[src/hdl/wis_pkg.sv]
`timescale 1ns / 1ps
// Shared types, codes and widths for the weighted index sampler.
package wis_pkg;

  localparam int unsigned MaxCellsDefault = 4096;

  localparam int unsigned TotalW    = 48;
  localparam int unsigned VolW      = 32;
  localparam int unsigned FracW     = 32;
  localparam int unsigned CountW    = 24;
  localparam int unsigned IndexOutW = 12;
  localparam int unsigned CfgIdxW   = 2;
  localparam int unsigned CfgDataW  = 32;

  localparam logic [CountW-1:0] CountMax = '1;

  typedef enum logic [1:0] {
    OP_CLEAR,
    OP_APPEND,
    OP_SAMPLE,
    OP_COUNT
  } op_e;

  typedef enum logic [1:0] {
    STAT_OK,
    STAT_NONPOS,
    STAT_EMPTY,
    STAT_FULL
  } status_e;

  typedef enum logic [1:0] {
    CFG_DENSITY,
    CFG_USE_FIXED,
    CFG_FIXED_COUNT
  } cfg_idx_e;

  typedef enum logic [1:0] {
    S_IDLE,
    S_MUL,
    S_SEARCH
  } state_e;

  typedef enum logic [1:0] {
    MS_IDLE,
    MS_LO,
    MS_HI,
    MS_SUM
  } mul_step_e;

  typedef struct packed {
    logic valid;
    logic round;
  } mul_req_t;

endpackage

[src/hdl/wis_mul.sv]
`timescale 1ns / 1ps
// Multi-cycle signed 48 x unsigned 32 multiply, scaled down by 2^32 with optional rounding.
module wis_mul (
  input  logic                                  clk_i,
  input  logic                                  rst_ni,
  input  wis_pkg::mul_req_t                     req_i,
  input  logic signed [wis_pkg::TotalW-1:0]     x_i,
  input  logic        [wis_pkg::FracW-1:0]      y_i,
  output logic                                  done_o,
  output logic signed [wis_pkg::TotalW-1:0]     res_o
);

  localparam int unsigned TotalW = wis_pkg::TotalW;
  localparam int unsigned FracW  = wis_pkg::FracW;
  localparam int unsigned HalfW  = TotalW / 2;
  localparam int unsigned PartW  = HalfW + 1;
  localparam int unsigned OpbW   = FracW + 1;
  localparam int unsigned ProdW  = PartW + OpbW;
  localparam int unsigned LoW    = HalfW + FracW;
  localparam int unsigned SumW   = ProdW + HalfW;

  wis_pkg::mul_step_e step_q, step_d;

  logic [TotalW-1:0]              x_q;
  logic [FracW-1:0]               y_q;
  logic                           rnd_q;
  logic [LoW-1:0]                 lo_q;
  logic signed [ProdW-1:0]        hi_q;
  logic signed [TotalW-1:0]       res_q;
  logic                           done_q, done_d;

  logic                           ld_in, ld_lo, ld_hi;
  logic signed [PartW-1:0]        opa;
  logic signed [OpbW-1:0]         opb;
  logic signed [ProdW-1:0]        prod;
  logic signed [SumW-1:0]         sum;

  always_comb begin
    step_d = step_q;
    case (step_q)
      wis_pkg::MS_IDLE: begin
        if (req_i.valid) begin
          step_d = wis_pkg::MS_LO;
        end
      end
      wis_pkg::MS_LO:  step_d = wis_pkg::MS_HI;
      wis_pkg::MS_HI:  step_d = wis_pkg::MS_SUM;
      wis_pkg::MS_SUM: step_d = wis_pkg::MS_IDLE;
      default:         step_d = wis_pkg::MS_IDLE;
    endcase
  end

  always_comb begin
    ld_in  = 1'b0;
    ld_lo  = 1'b0;
    ld_hi  = 1'b0;
    done_d = 1'b0;
    case (step_q)
      wis_pkg::MS_IDLE: ld_in  = req_i.valid;
      wis_pkg::MS_LO:   ld_lo  = 1'b1;
      wis_pkg::MS_HI:   ld_hi  = 1'b1;
      wis_pkg::MS_SUM:  done_d = 1'b1;
      default: ;
    endcase
  end

  assign opa  = (step_q == wis_pkg::MS_LO) ? $signed({1'b0, x_q[HalfW-1:0]})
                                           : $signed({x_q[TotalW-1], x_q[TotalW-1:HalfW]});
  assign opb  = $signed({1'b0, y_q});
  assign prod = opa * opb;

  assign sum = $signed({hi_q, {HalfW{1'b0}}})
             + $signed({{(SumW-LoW){1'b0}}, lo_q})
             + $signed({{(SumW-FracW){1'b0}}, rnd_q, {(FracW-1){1'b0}}});

  always_ff @(posedge clk_i or negedge rst_ni) begin
    if (!rst_ni) begin
      step_q <= wis_pkg::MS_IDLE;
      done_q <= 1'b0;
    end else begin
      step_q <= step_d;
      done_q <= done_d;
    end
  end

  always_ff @(posedge clk_i) begin
    if (ld_in) begin
      x_q   <= x_i;
      y_q   <= y_i;
      rnd_q <= req_i.round;
    end
    if (ld_lo) begin
      lo_q <= prod[LoW-1:0];
    end
    if (ld_hi) begin
      hi_q <= prod;
    end
    if (done_d) begin
      res_q <= sum[FracW+TotalW-1:FracW];
    end
  end

  assign done_o = done_q;
  assign res_o  = res_q;

endmodule

[config.mk]
export PLATFORM = sky130hd
export DESIGN_NAME = wis_mul
export DESIGN_NICKNAME = d
export VERILOG_FILES = /design/src/hdl/wis_pkg.sv /design/src/hdl/wis_mul.sv
export SDC_FILE = /design/constraint.sdc
export NUM_CORES = 2
export LEC_CHECK = 0
export ABC_AREA = 1
export BUFFER_PORTS_ARGS = -buffer_cell sky130_fd_sc_hd__buf_2
export CORE_MARGIN = 8
export CORE_UTILIZATION = 65
export CTS_CLUSTER_DIAMETER = 200
export DETAILED_ROUTE_END_ITERATION = 10
export GPL_ROUTABILITY_DRIVEN = 0
export GPL_TIMING_DRIVEN = 0
export PLACE_DENSITY = 0.83
export SETUP_SLACK_MARGIN = 0.2
export SYNTH_ARGS = -nofsm -noshare
export SYNTH_HDL_FRONTEND = slang
export SYNTH_SLANG_ARGS = --single-unit
export TNS_END_PERCENT = 5
[constraint.sdc]
create_clock -name clk_i -period 13.8 [get_ports clk_i]
set_input_delay 0 -clock clk_i [delete_from_list [all_inputs] [get_ports clk_i]]
set_output_delay 0 -clock clk_i [all_outputs]
set_load 0.02 [all_outputs]
==> metrics.txt <==
outcome=finished, violations left; failing checks=DRC; vias in the first global route=33.3k; minimum clock period=9.69 ns; total CTS buffers=25; Total GRT Usage=37.5%; Fmax achieved=103 MHz; Slew HR=13.9%; worst-margin pin slew=1.29 ns; initial antenna violation count=8; drc violations=2; Avg Inst Size Synth=8.34 µm²; sequential-to-total area share from yosys stat=17.5%; DRT Wirelength=124 mm; top_reg_cell synth=edfxtp_1; Syn Inst Count=4,524; worst min path class=in -> reg; Die Ht=257 µm; EDFF count, synth=217; Hold Fails Final Rpt=0; Worst path slowest cell=ha_2; Core ar.=57,600 µm²; post-route clock skew=0.0184 ns; Area Growth Syn to Fin=9.03%; die area=66,000 µm²; Clock Pin Slew Worst Setup and Hold Paths=0.06 ns; Slew Limit Fails=0; Setup CP Type=reg -> reg; ANT nets after route=0; fin crit share=70.3%; die width=257 µm; Max-Cap Viols=0; area of the multi-input gates=26,400 µm²; initial drt markers=3,861; TNS Setup=0 ns; Fillers=4,243; Ys Warns=0; pin count of the biggest net entering global routing=46; first-pass GRT wire length=188 mm; cell area after synthesis=37,700 µm²; Final nets=5,821; ys async rst share=1.36%; register area=6590 µm²; number of distinct library cells after synthesis=44; Crit path largest cell delay=0.79 ns; drt wl/cell=22.3 µm; setup violators final=0; Critical Path Source Type=register; largest area contributor in the netlist=fa_1; critical path required time=14.06 ns; DR vias=32.6k; CTS Root Cell=clkbuf_16; Remaining Overflow, GRT=0; CTS tree=built; DR pass1 iterations=11; Clock Path Buffers=3; share of cells above drive strength 1=7.04%; crit path capture type=register; I/O pin count=133; number of port buffers=132; Synth area leaders=fa_1, edfxtp_1, inv_1, nand2_1, ha_1; Core Rows=88; Post-CTS Setup Inserts=0; Net Count, Synth=5,575; RSZ-0062 raised after global routing=false; cell mode on critical path=inv_1; Critical Path Fanout Max=35; clock latency on the worst-skew pair=0.59 ns; Seq cells post-synth=220; worst path arrival time=9.96 ns; commonest non-fill, non-tap cell in the layout=inv_1; initial core utilization=65.5%; H-Tree Level Count=1; DP HPWL=99.4 mm; Synth top area share=36.5%; commonest non-fill, non-tap cells in the layout=inv_1, nand2_1, fa_1; Sink Count=220; vias per inst=5.86
-- final timing paths --
check | from | end | slack, ns | depth (start not counted)
worst max register to register | step_q[1] | hi_q[29] | 4.11 | 31
max in group asynchronous | rst_ni | done_o | 13.37 | 3
worst min-delay path | x_i[40] | x_q[40] | 0.11 | 2
worst max-delay path | step_q[1] | hi_q[29] | 4.11 | 31
worst min register to register | hi_q[55] | res_o[47] | 0.59 | 2
min in group asynchronous | rst_ni | step_q[0] | 0.28 | 3
-- per-layer routing --
| layer | track usage [%] | routed length [µm] | up-vias | share of wire [%] |
|---|---|---|---|---|
| li1 | - | - | 13800 | - |
| met1 | 42.7 | 39600 | 15400 | 32 |
| met2 | 57.6 | 54000 | 2589 | 44 |
| met3 | 14.4 | 18400 | 795 | 15 |
| met4 | 27.4 | 12000 | 10 | 9.7 |
| met5 | 0 | 129 | - | 0.10 |
-- state kept, by name, summed over array words and instances, names as in the netlist --
| name | flops |
|---|---|
| lo_q | 32 |
| done_o | 1 |
| rnd_q | 1 |
| x_q | 48 |
| y_q | 32 |
| step_q | 2 |
| res_o | 48 |
| hi_q | 56 |
-- area by class of cell --
type                       count  area share (%)
sequential                   220            16.0
antenna                        7          0.0426
clock buffer                  31            1.58
timing repair buffer         219            3.82
buffer                       133            1.43
inverter                    1098            10.0
multi-input combinational   3073            64.3
clock inverter                15           0.493
tap                          765            2.33
-- critical path: cells and delay by family (launching register included) --
family	cells	cell delay (ns)
simple gates	9	1.47
xor+xnor	1	0.66
buf+inv	11	1.73
compound gates	1	0.56
fa+ha+maj	9	4.47
flops	1	0.42
-- cell usage after synthesis, types with 3 or more instances --
cell,n
clkbuf_1,73
ha_1,279
buf_4,4
dfrtp_1,3
o21bai_1,11
nand2_1,1046
xor2_1,53
or2_2,15
o21ai_2,10
or2_0,3
nor3_2,9
nand3_2,6
nor2_1,558
nand4_1,38
nand3_1,96
fa_1,688
o21ai_4,3
nor2_2,18
edfxtp_1,217
and2_1,3
a21oi_1,99
nand2_2,14
xnor2_1,9
o21ai_1,14
o21ai_0,52
nor3_1,24
nor2_4,5
inv_1,1082
a21oi_2,3
inv_2,15
nand3b_1,5
buf_2,54
-- stage by stage --
| stage | util, % | cells | hold slack, ns | area, µm² | setup slack [ns] |
|---|---|---|---|---|---|
| after CTS | 71.4 | 5554 | 0.0909 | 41100 | 4.60 |
| final | 71.4 | 5561 | 0.115 | 41100 | 4.11 |
| after detailed placement | 68.4 | 5424 | -0.202 | 39400 | 4.62 |
| after global placement | 68.3 | 5421 | -0.206 | 39300 | 4.12 |
| after global routing | 71.4 | 5554 | 0.113 | 41100 | 3.91 |
| after floorplan | - | 4524 | -0.296 | 37700 | 6.34 |
-- cell families after synthesis --
group | after synthesis | share of synthesized area, %
simple gates | 1845 | 19.8
buf+inv | 1231 | 12.5
fa+ha+maj | 967 | 45.8
flops | 220 | 17.5
compound gates | 199 | 3.00
xor+xnor | 62 | 1.44
-- what timing repair did --
| item | 4_1_cts | 5_1_grt |
|---|---|---|
| hold buffers | 84 | 0 |
| endpoints found under the hold margin | 86 | 0 |
| gates resized for setup | 0 | 0 |
Power is left out: the tool's default activity adds up to more than one toggle a clock period on the data nets, which glitch-free logic cannot reach.
